--- config.mk ---
export PLATFORM = sky130hd
export DESIGN_NAME = vit_tables
export DESIGN_NICKNAME = d
export VERILOG_FILES = /design/src/hdl/vit_pkg.sv /design/src/hdl/vit_tables.sv
export SDC_FILE = /design/constraint.sdc
export NUM_CORES = 2
export LEC_CHECK = 0
export BUFFER_PORTS_ARGS = -buffer_cell sky130_fd_sc_hd__buf_2
export CAP_MARGIN = 10
export CORE_MARGIN = 2
export CORE_UTILIZATION = 57
export DETAILED_ROUTE_END_ITERATION = 7
export MAX_ROUTING_LAYER = met4
export PLACE_DENSITY = 0.76
export REMOVE_ABC_BUFFERS = 1
export SKIP_CTS_REPAIR_TIMING = 1
export SYNTH_ARGS = -nofsm -noshare
export SYNTH_HDL_FRONTEND = slang
export SYNTH_SLANG_ARGS = --single-unit
--- constraint.sdc ---
create_clock -name clock -period 2.6 [get_ports clock]
set_input_delay 0 -clock clock [delete_from_list [all_inputs] [get_ports clock]]
set_output_delay 0 -clock clock [all_outputs]
set_load 0.01 [all_outputs]
--- src/hdl/vit_pkg.sv ---
// Shared types, constants and arithmetic helpers for the Viterbi decoder.
// Used by vit_tables, vit_trellis and hmm_viterbi_decoder; depends on nothing.
package vit_pkg;

   localparam int MAX_STATES  = 8;
   localparam int ST_W        = 3;
   localparam int MAX_SYMBOLS = 16;
   localparam int SYM_W       = 4;
   localparam int VAL_W       = 16;
   localparam int SCORE_W     = 32;
   localparam int TR_AW       = 2 * ST_W;
   localparam int EM_AW       = ST_W + SYM_W;

   localparam logic [1:0] KIND_TRANS = 2'd0;
   localparam logic [1:0] KIND_EMIS  = 2'd1;
   localparam logic [1:0] KIND_INIT  = 2'd2;
   localparam logic [1:0] KIND_OBS   = 2'd3;

   localparam logic CSR_NUM_STATES  = 1'b0;
   localparam logic CSR_NUM_SYMBOLS = 1'b1;

   localparam logic signed [SCORE_W-1:0] SCORE_MIN = {1'b1, {(SCORE_W-1){1'b0}}};
   localparam logic signed [SCORE_W-1:0] SCORE_MAX = {1'b0, {(SCORE_W-1){1'b1}}};

   typedef enum logic [3:0] {
      ST_IDLE,
      ST_OBS_RUN,
      ST_OBS_DRAIN,
      ST_BEST_RUN,
      ST_BEST_DRAIN,
      ST_TRACE_RD,
      ST_TRACE_WR,
      ST_OUT_RUN,
      ST_OUT_DRAIN,
      ST_EMPTY
   } ctrl_state_type;

   typedef struct packed {
      logic                    en_trans;
      logic                    en_emis;
      logic                    en_init;
      logic [ST_W-1:0]         row;
      logic [SYM_W-1:0]        col;
      logic signed [VAL_W-1:0] value;
   } tbl_load_type;

   typedef struct packed {
      logic [TR_AW-1:0] trans_addr;
      logic [EM_AW-1:0] emis_addr;
      logic [ST_W-1:0]  init_addr;
   } tbl_read_type;

   function automatic logic signed [SCORE_W-1:0] sat_add(
      input logic signed [SCORE_W-1:0] a,
      input logic signed [SCORE_W-1:0] b
   );
      logic signed [SCORE_W:0] s;
      s = {a[SCORE_W-1], a} + {b[SCORE_W-1], b};
      if (s[SCORE_W] != s[SCORE_W-1]) begin
         sat_add = s[SCORE_W] ? SCORE_MIN : SCORE_MAX;
      end else begin
         sat_add = s[SCORE_W-1:0];
      end
   endfunction

   function automatic logic signed [SCORE_W-1:0] sext_val(input logic signed [VAL_W-1:0] v);
      sext_val = {{(SCORE_W-VAL_W){v[VAL_W-1]}}, v};
   endfunction

endpackage

--- src/hdl/vit_tables.sv ---
// Transition, emission and initial log-probability memories of the decoder.
// Depends on vit_pkg for the load and read structures.
module vit_tables (
   input  logic                               clock,
   input  vit_pkg::tbl_load_type              load,
   input  vit_pkg::tbl_read_type              rd,
   output logic signed [vit_pkg::VAL_W-1:0]   trans_rdata,
   output logic signed [vit_pkg::VAL_W-1:0]   emis_rdata,
   output logic signed [vit_pkg::VAL_W-1:0]   init_rdata
);
   import vit_pkg::*;

   logic signed [VAL_W-1:0] trans_mem [MAX_STATES*MAX_STATES];
   logic signed [VAL_W-1:0] emis_mem  [MAX_STATES*MAX_SYMBOLS];
   logic signed [VAL_W-1:0] init_mem  [MAX_STATES];

   always_ff @(posedge clock) begin
      if (load.en_trans) begin
         trans_mem[{load.row, load.col[ST_W-1:0]}] <= load.value;
      end
      if (load.en_emis) begin
         emis_mem[{load.row, load.col}] <= load.value;
      end
      if (load.en_init) begin
         init_mem[load.row] <= load.value;
      end
      trans_rdata <= trans_mem[rd.trans_addr];
      emis_rdata  <= emis_mem[rd.emis_addr];
      init_rdata  <= init_mem[rd.init_addr];
   end

endmodule

==> results by group <==
Yosys
  – Most frequently used flop master after synthesis: sky130_fd_sc_hd__edfxtp_1
  – Sequential area share after synthesis: 0.789
  – Instance count of the mapped netlist: 4873
  – Top post-synthesis cells by area: sky130_fd_sc_hd__edfxtp_1 78%, sky130_fd_sc_hd__mux4_2 19%, sky130_fd_sc_hd__dfxtp_1 0.78%
  – Library cells used by synthesis: 23
  – Total of warnings raised by yosys: 0
  – Synth async-reset ratio: 0
  – Cell types with the highest counts after synthesis: 3200 x sky130_fd_sc_hd__edfxtp_1, 1024 x sky130_fd_sc_hd__mux4_2, 198 x sky130_fd_sc_hd__nor2_1
  – Number of synthesized register bits: 3248
  – Library cell with the highest instance count after synthesis: sky130_fd_sc_hd__edfxtp_1
  – Synth Cell Area: 123000 um2
  – Share of the synthesized area in the top cell type: 0.781
  – Mean Syn Cell Area: 25.2 um2
  – Post-synth top area cell: sky130_fd_sc_hd__edfxtp_1
  – Number of enable-type register cells in the synthesized netlist: 3200

Place
  – Cells after DPL: 8040
  – Count of input and output buffers: 90
  – Setup slack at placement: -299 ps
  – HPWL reported at the end of detailed placement: 169000 um
  – Routability cong.: 0.822

Global routing
  – Wire length of the first global-routing pass: 442000 um
  – Vias in the first global route: 59600
  – Antenna violations before repair: 29
  – Pin count of the biggest net entering global routing: 201
  – Final global-route overflow total: 0
  – GR Util All Layers: 0.295

Setup path
  – Slowest cell on crit path: sky130_fd_sc_hd__mux4_2
  – Cell occurring most often along the worst timing path: sky130_fd_sc_hd__mux4_2
  – Crit path cell chain: mux4_2 -> mux4_2 -> mux4_2 -> mux2_2
  – CP Data Arrival Time: 3460 ps
  – Critical path class: flip-flop to flip-flop
  – Worst Path Required: 3440 ps
  – Critical-path maximum fanout: 1
  – Launching element type of the critical path: flip-flop
  – Nature of the critical path endpoint: flip-flop
  – Largest stage delay on the critical path: 630 ps

Hold path
  – Path category of the worst min-delay check: input port to flip-flop

Clocking
  – Number of buffers on the longest clock path: 4
  – CTS sink count: 3248
  – Worst-skew pair later-pin latency: 960 ps
  – Post-CTS clock slew at the launch and capture registers of the worst setup and hold paths: 60 ps
  – TritonCTS Buffers: 332
  – Root buf cell: sky130_fd_sc_hd__clkbuf_16
  – Total number of H-tree levels: 5
  – CTS tree: built

Routing
  – Initial DRC Count: 8657
  – Number of remaining DRC errors: 0
  – Drt wl/cell: 35.6 um
  – Total Wirelength: 309000 um
  – Drt first pass iters: 5
  – Count of nets left with antenna violations after detail routing: 0
  – Drt via density: 6.76
  – Via total after detailed routing: 58700

Power and ir drop
  – P_leak: 45.0 nW
  – Worst ir drop on vdd: 862 uV
  – Power density cells: 781 nW/um2

Timing
  – Worst-case headroom to the max-slew limit: 0.227
  – Shortest clock period the worst path allows after layout: 2620 ps
  – Worst path setup slack after routing: -20.6 ps
  – Upper clock frequency limit: 382 MHz
  – Setup violators final: 1
  – Worst hold margin: -7.19 ps
  – Clock skew: 55.9 ps
  – Final Cycle Share: 1.01
  – Final Max Tran Viols: 0
  – Unrepaired setup endpoints after global routing: yes
  – Actual transition at the worst max-transition pin: 1160 ps
  – Count of endpoints failing hold in the final timing report: 2

Die
  – Ports placed on the boundary: 91
  – Count of standard-cell rows: 170
  – Overall die area: 220000 um2
  – Horiz. Die Dim: 469 um
  – Core Box Area: 215000 um2
  – Vertical die dimension: 469 um
  – Initial Util: 0.573

Finish
  – Area taken by multi-input logic gates: 24900 um2
  – Number of fill cells: 12500
  – Growth of design area from synthesis to finish: 15.4%
  – Final net count: 5617
  – Flip-flop and latch area: 97100 um2
  – Number of standard cells in the layout, taps in and fillers out: 8685
  – Util after Layout: 0.662
  – Proportion of layout cells with a drive suffix above 1: 0.359

Job
  – Number of max-cap violations: 0

Status
  – Outcome: complete, but fails checks
  – Violated checks: hold timing, setup timing
## worst paths after layout
| kind | depth (start not counted) | to | slack [ps] | from |
|---|---|---|---|---|
| setup / recovery | 4 | emis_rdata[14] | -20 | emis_mem[109][14] |
| hold / removal | 5 | trans_mem[43][9] | -7 | load[17] |
| setup reg to reg | 4 | emis_rdata[14] | -20 | emis_mem[109][14] |
| hold reg to reg | 2 | init_rdata[3] | 680 | init_mem[4][3] |
## through the flow
stage / total power, mW / setup TNS (ps) / area (um2)
finish: 111 / -20.6 / 142000
global route: 113 / -3.97 / 142000
CTS: 111 / 0 / 142000
detailed placement: 64.9 / -2480 / 131000
global placement: 64.7 / -1980 / 131000
floorplan: 61.4 / 0 / 122000
## power by group
group | switching, mW | total [mW] | internal [mW]
Clock | 19.4 | 46.9 | 27.5
Sequential | 0.188 | 58.1 | 57.9
Combinational | 3.36 | 5.86 | 2.49
## cells in the final DEF, fill, tap and decap left out, drive strengths merged
cell	count
bufinv	35
nor3b	2
or3b	2
clkbuf	411
a22oi	4
nand4	1
diode	25
mux2i	36
nand3b	3
edfxtp	3200
inv	11
mux2	32
buf	585
dfxtp	48
nand2	29
clkinvlp	10
and2	1
nor2	198
nor2b	9
dlygate4sd3	38
clkinv	121
nor3	2
nand3	18
mux4	1024
nand2b	1
or3	1
## per-layer routing
layer  track usage  share of wire
met2         0.458           0.50
met1         0.389           0.35
met4         0.123          0.046
met5             -              0
met3        0.0582           0.11
## cell families after synthesis
logic type	Yosys count	synth area share
mux	1092	0.193
buf+inv	262	0.00863
flops	3248	0.789
compound gates	4	0.000244
simple gates	267	0.00885
## flip-flops by register name (all words and copies together), names as in the netlist
signal	count
trans_mem	1024
init_rdata	16
trans_rdata	16
emis_rdata	16
init_mem	128
emis_mem	2048
## cell type report
class,instances,share of cell area
Antenna cell,25,0.000440
Clock buffer,411,0.0622
Clock inverter,171,0.0122
Inverter,6,0.000159
Multi-Input combinational cell,1363,0.176
Sequential cell,3248,0.683
Tap cell,2838,0.0250
Timing Repair Buffer,623,0.0411
## worst max-delay path: cells and delay by family (launching register included)
family,cells,cell delay [ps]
mux,4,2090
flops,1,410
Power figures use the tool's default switching activity.
