$ cat src/hdl/vit_pkg.sv
// Shared types, constants and arithmetic helpers for the Viterbi decoder.
// Used by vit_tables, vit_trellis and hmm_viterbi_decoder; depends on nothing.
package vit_pkg;

   localparam int MAX_STATES  = 8;
   localparam int ST_W        = 3;
   localparam int MAX_SYMBOLS = 16;
   localparam int SYM_W       = 4;
   localparam int VAL_W       = 16;
   localparam int SCORE_W     = 32;
   localparam int TR_AW       = 2 * ST_W;
   localparam int EM_AW       = ST_W + SYM_W;

   localparam logic [1:0] KIND_TRANS = 2'd0;
   localparam logic [1:0] KIND_EMIS  = 2'd1;
   localparam logic [1:0] KIND_INIT  = 2'd2;
   localparam logic [1:0] KIND_OBS   = 2'd3;

   localparam logic CSR_NUM_STATES  = 1'b0;
   localparam logic CSR_NUM_SYMBOLS = 1'b1;

   localparam logic signed [SCORE_W-1:0] SCORE_MIN = {1'b1, {(SCORE_W-1){1'b0}}};
   localparam logic signed [SCORE_W-1:0] SCORE_MAX = {1'b0, {(SCORE_W-1){1'b1}}};

   typedef enum logic [3:0] {
      ST_IDLE,
      ST_OBS_RUN,
      ST_OBS_DRAIN,
      ST_BEST_RUN,
      ST_BEST_DRAIN,
      ST_TRACE_RD,
      ST_TRACE_WR,
      ST_OUT_RUN,
      ST_OUT_DRAIN,
      ST_EMPTY
   } ctrl_state_type;

   typedef struct packed {
      logic                    en_trans;
      logic                    en_emis;
      logic                    en_init;
      logic [ST_W-1:0]         row;
      logic [SYM_W-1:0]        col;
      logic signed [VAL_W-1:0] value;
   } tbl_load_type;

   typedef struct packed {
      logic [TR_AW-1:0] trans_addr;
      logic [EM_AW-1:0] emis_addr;
      logic [ST_W-1:0]  init_addr;
   } tbl_read_type;

   function automatic logic signed [SCORE_W-1:0] sat_add(
      input logic signed [SCORE_W-1:0] a,
      input logic signed [SCORE_W-1:0] b
   );
      logic signed [SCORE_W:0] s;
      s = {a[SCORE_W-1], a} + {b[SCORE_W-1], b};
      if (s[SCORE_W] != s[SCORE_W-1]) begin
         sat_add = s[SCORE_W] ? SCORE_MIN : SCORE_MAX;
      end else begin
         sat_add = s[SCORE_W-1:0];
      end
   endfunction

   function automatic logic signed [SCORE_W-1:0] sext_val(input logic signed [VAL_W-1:0] v);
      sext_val = {{(SCORE_W-VAL_W){v[VAL_W-1]}}, v};
   endfunction

endpackage

$ cat src/hdl/vit_trellis.sv
// Path score, back pointer and decoded path memories of the decoder.
// Depends on vit_pkg for widths; the sequence depth comes from MAX_LEN.
module vit_trellis #(
   parameter int MAX_LEN = 64
) (
   input  logic                                 clock,
   input  logic                                 sc_we,
   input  logic [vit_pkg::ST_W:0]               sc_waddr,
   input  logic signed [vit_pkg::SCORE_W-1:0]   sc_wdata,
   input  logic [vit_pkg::ST_W:0]               sc_raddr,
   output logic signed [vit_pkg::SCORE_W-1:0]   sc_rdata,
   input  logic                                 bp_we,
   input  logic [$clog2(MAX_LEN)+vit_pkg::ST_W-1:0] bp_waddr,
   input  logic [vit_pkg::ST_W-1:0]             bp_wdata,
   input  logic [$clog2(MAX_LEN)+vit_pkg::ST_W-1:0] bp_raddr,
   output logic [vit_pkg::ST_W-1:0]             bp_rdata,
   input  logic                                 pa_we,
   input  logic [$clog2(MAX_LEN)-1:0]           pa_waddr,
   input  logic [vit_pkg::ST_W-1:0]             pa_wdata,
   input  logic [$clog2(MAX_LEN)-1:0]           pa_raddr,
   output logic [vit_pkg::ST_W-1:0]             pa_rdata
);
   import vit_pkg::*;

   logic signed [SCORE_W-1:0] score_mem [2*MAX_STATES];
   logic [ST_W-1:0]           bp_mem    [MAX_LEN*MAX_STATES];
   logic [ST_W-1:0]           path_mem  [MAX_LEN];

   always_ff @(posedge clock) begin
      if (sc_we) begin
         score_mem[sc_waddr] <= sc_wdata;
      end
      if (bp_we) begin
         bp_mem[bp_waddr] <= bp_wdata;
      end
      if (pa_we) begin
         path_mem[pa_waddr] <= pa_wdata;
      end
      sc_rdata <= score_mem[sc_raddr];
      bp_rdata <= bp_mem[bp_raddr];
      pa_rdata <= path_mem[pa_raddr];
   end

endmodule

$ cat config.mk
export PLATFORM = sky130hd
export DESIGN_NAME = vit_trellis
export DESIGN_NICKNAME = d
export VERILOG_FILES = /design/src/hdl/vit_pkg.sv /design/src/hdl/vit_trellis.sv
export SDC_FILE = /design/constraint.sdc
export NUM_CORES = 2
export LEC_CHECK = 0
export BUFFER_PORTS_ARGS = -buffer_cell sky130_fd_sc_hd__buf_2
export CORE_ASPECT_RATIO = 0.8
export CORE_MARGIN = 2
export CORE_UTILIZATION = 60
export CTS_CLUSTER_SIZE = 14
export DETAILED_ROUTE_END_ITERATION = 8
export PLACE_DENSITY = 0.76
export REMOVE_ABC_BUFFERS = 1
export SYNTH_ARGS = -nofsm -noshare
export SYNTH_HDL_FRONTEND = slang
export SYNTH_SLANG_ARGS = --single-unit
$ cat constraint.sdc
create_clock -name clock -period 4.2 [get_ports clock]
set_input_delay 0 -clock clock [delete_from_list [all_inputs] [get_ports clock]]
set_output_delay 0 -clock clock [all_outputs]
set_load 0.02 [all_outputs]
==> results.txt <==
----------------------------------------------------
[Drt]
  Routed wire length ... 209,000 µm
  Routed via count divided by cell count ... 6.67
  Drt initial violations ... 7,235
  Number of optimization iterations in the first detailed-route pass ... 6
  Drt wl/cell ... 29.9 µm
  Total number of vias ... 46,500
  Residual antenna-violating net count after detailed routing ... 0
  DRC violation count after routing ... 0

[Setup path]
  Arrival time at the worst endpoint ... 3.72 ns
  Number of cell instances on the worst register-to-register path ... 7
  Launch instance of the worst register-to-register path ... bp_mem[126][1]
  CP endpoint kind ... flop
  Reg-to-reg endpoint ... bp_rdata[1]
  Register-to-register path setup slack ... 1.34 ns
  Worst Path Required ... 4.96 ns
  Critical setup path kind ... in -> reg
  Critical path fanouts, max ... 46
  Type of origin of the critical path ... primary input

[STA]
  Total setup violations reported at the end of the flow ... 0
  Worst slew margin relative to its limit ... 8.98%
  Worst clock skew ... 0.0397 ns
  Total Negative Setup Slacks ... 0 ns
  Worst Hold Margin ... 0.0768 ns
  Unrepaired setup endpoints after global routing ... no
  Period Utilization, post-route ... 70.5%
  Final slew viol count ... 0
  Time the final worst path needs with I/O delays and setup ... 2.96 ns
  Highest clock frequency the design can meet ... 338 MHz
  Transition time of the tightest slew-check pin ... 1.33 ns
  Hold Fails Final Rpt ... 0

[Worst hold path]
  Hold depth ... 3
  Class of the tightest hold or removal check ... in -> reg
  Endpoint of the worst hold path ... pa_rdata[2]
  Source of the worst hold timing path ... pa_raddr[2]

[Floorplanning]
  Vertical die dimension ... 350 µm
  Die outline width ... 437 µm
  Starting density of the core ... 60.3%
  Core Footprint ... 149,000 µm²
  Placement Rows ... 127
  Full die area ... 153,000 µm²
  Number of top-level pins ... 118

[Global route]
  Maximum number of pins on one net before global-route repair ... 148
  First-pass GRT wire length ... 309,000 µm
  Number of global-route vias before repair ... 46,400
  GRT Overall Usage ... 27.5%
  Antenna violations before repair ... 1
  Gr ovfl total ... 0

[Yosys]
  Primary flip-flop cell chosen by synthesis mapping ... sky130_fd_sc_hd__edfxtp_1
  Netlist area before placement ... 90,000 µm²
  Mean Syn Cell Area ... 19.7 µm²
  Proportion of synthesized chip area in sequential cells ... 75.6%
  Total of warnings raised by yosys ... 0
  Share of synthesized flip-flops with an asynchronous set or reset ... 0%
  Number of synthesized flops with an enable pin ... 2,240
  Distinct cells, synth ... 65
  Number of instances in the synthesized netlist ... 4,575
  Flops & latches, synth ... 2,278

[Clock network]
  Clock Latency Late Sink ... 0.83 ns
  Inserted Clock Buffers ... 205
  TritonCTS Sinks ... 2,278
  Number of levels the H-tree was split into ... 4
  Number of post-CTS setup repair buffers ... 0
  CTS tree ... built
  Number of buffers on the longest clock path ... 3
  Clock root cell ... sky130_fd_sc_hd__clkbuf_16
  Clock-pin slew on the worst setup and hold paths ... 0.07 ns

[Finish]
  Sequential cell area ... 68,000 µm²
  Final nets ... 4,869
  Post-Route Utilization ... 67.0%
  Most common cell after layout, fill and taps aside ... sky130_fd_sc_hd__edfxtp_1
  Combined area of the multi-input logic cells ... 20,300 µm²
  Fraction of final layout cells sized beyond drive strength 1 ... 21.5%
  Post-synthesis to final-layout area growth ... 11.1%
  Commonest cells after routing, fill and taps aside ... 2,240 x sky130_fd_sc_hd__edfxtp_1, 618 x sky130_fd_sc_hd__nor2_1, 456 x sky130_fd_sc_hd__mux4_2
  Filler Cell Count ... 9,285

[Placement]
  Number of buffers added on ports ... 117
  Final GP Congestion ... 0.895
  DP Wirelength ... 119,000 µm

[Status]
  Outcome ... complete, no violations

[Power]
  Highest ir drop seen on vdd ... 0.598 mV
  LEAKAGE ... 31.4 nW
  Power per cell area ... 459 nW/µm²
  Total power ... 0.0460 W

[Job]
  Number of max-cap violations ... 0

----------------------------------------------------
## report_power, final
| part | switching, W | internal, W | total (W) |
|---|---|---|---|
| logic | 0.00152 | 0.000888 | 0.00241 |
| registers | 0.0000657 | 0.0251 | 0.0252 |
| clock network | 0.00812 | 0.0102 | 0.0184 |
## worst max-delay path: stages
cell and delay, ns:
sky130_fd_sc_hd__buf_8 0.35, sky130_fd_sc_hd__nand2_4 0.53, sky130_fd_sc_hd__buf_12 0.39, sky130_fd_sc_hd__o22ai_1 0.30, sky130_fd_sc_hd__o311a_1 0.21, sky130_fd_sc_hd__nand4_1 0.14, sky130_fd_sc_hd__a2111oi_0 1.15, sky130_fd_sc_hd__o21ai_0 0.32
sky130_fd_sc_hd__a31oi_1 0.23
## per-stage QoR
stage               instance area, µm²  setup WS, ns  cells
CTS                             100000          1.48   6962
global route                    100000          1.22   6963
finish                          100000          1.24   6966
detailed placement               92800         0.704   6515
global placement                 92800         0.719   6515
floorplan                        88200         0.615   4272
## routing by layer
layer  up-vias  track usage, %  routed length, µm
li1      19200               -                  -
met1     23800            41.6              82600
met2      3076            40.8              95200
met3       394            6.57              25200
met4         0            7.95               5590
met5         -               0                  0
## cell families after synthesis
logic type | share of synthesized area (%)
buffers and inverters | 2.07
DFF | 75.6
and+or+nand+nor | 4.18
AOI/OAI and AO/OA | 2.69
muxes | 15.5
## cell usage after synthesis (26+ instances only)
library cell               count  area [µm²]
sky130_fd_sc_hd__buf_1        31         116
sky130_fd_sc_hd__nand3_1      26         130
sky130_fd_sc_hd__o221ai_1    107         937
sky130_fd_sc_hd__nand2_1      96         360
sky130_fd_sc_hd__edfxtp_1   2240       67300
sky130_fd_sc_hd__nor3_1       37         185
sky130_fd_sc_hd__buf_2        39         195
sky130_fd_sc_hd__a21oi_1      50         250
sky130_fd_sc_hd__mux4_1       33         867
sky130_fd_sc_hd__nor2_1      631        2370
sky130_fd_sc_hd__mux2i_1     254        2540
sky130_fd_sc_hd__mux4_2      456       10300
sky130_fd_sc_hd__o22ai_1      56         350
sky130_fd_sc_hd__dfxtp_1      38         761
sky130_fd_sc_hd__buf_6        33         372
sky130_fd_sc_hd__clkbuf_1    159         597
sky130_fd_sc_hd__o21ai_0      26         130
## state kept, by name, indices dropped and copies added (netlist names)
register   flops
bp_mem      1536
sc_rdata      32
score_mem    512
pa_rdata       3
bp_rdata       3
path_mem     192
## area by class of cell
cell class              instances  area share [%]
diodes                          4          0.0100
clock buffers                 284            5.71
clock inverters                97           0.868
inverters                       3          0.0138
multi-input cells            1991            20.3
flip-flops and latches       2278            68.0
well taps                    1999            2.50
repair buffers                310            2.57
## how the worst max path moves through the flow
| stage | from | to | slack, ns |
|---|---|---|---|
| after floorplan | bp_raddr[1] | bp_rdata[1] | 0.62 |
| after global placement | bp_raddr[0] | bp_rdata[0] | 0.72 |
| after CTS | bp_mem[274][0] | bp_rdata[0] | 1.48 |
| after detailed placement | bp_raddr[0] | bp_rdata[0] | 0.70 |
| final | bp_raddr[1] | bp_rdata[1] | 1.24 |
| after global routing | bp_raddr[1] | bp_rdata[1] | 1.22 |
## repair_timing
action / CTS / global route
resized for setup: 0 / 0
hold buffers: 66 / 0
hold endpoints to repair: 1618 / 0
(Power assumes the default switching activity.)
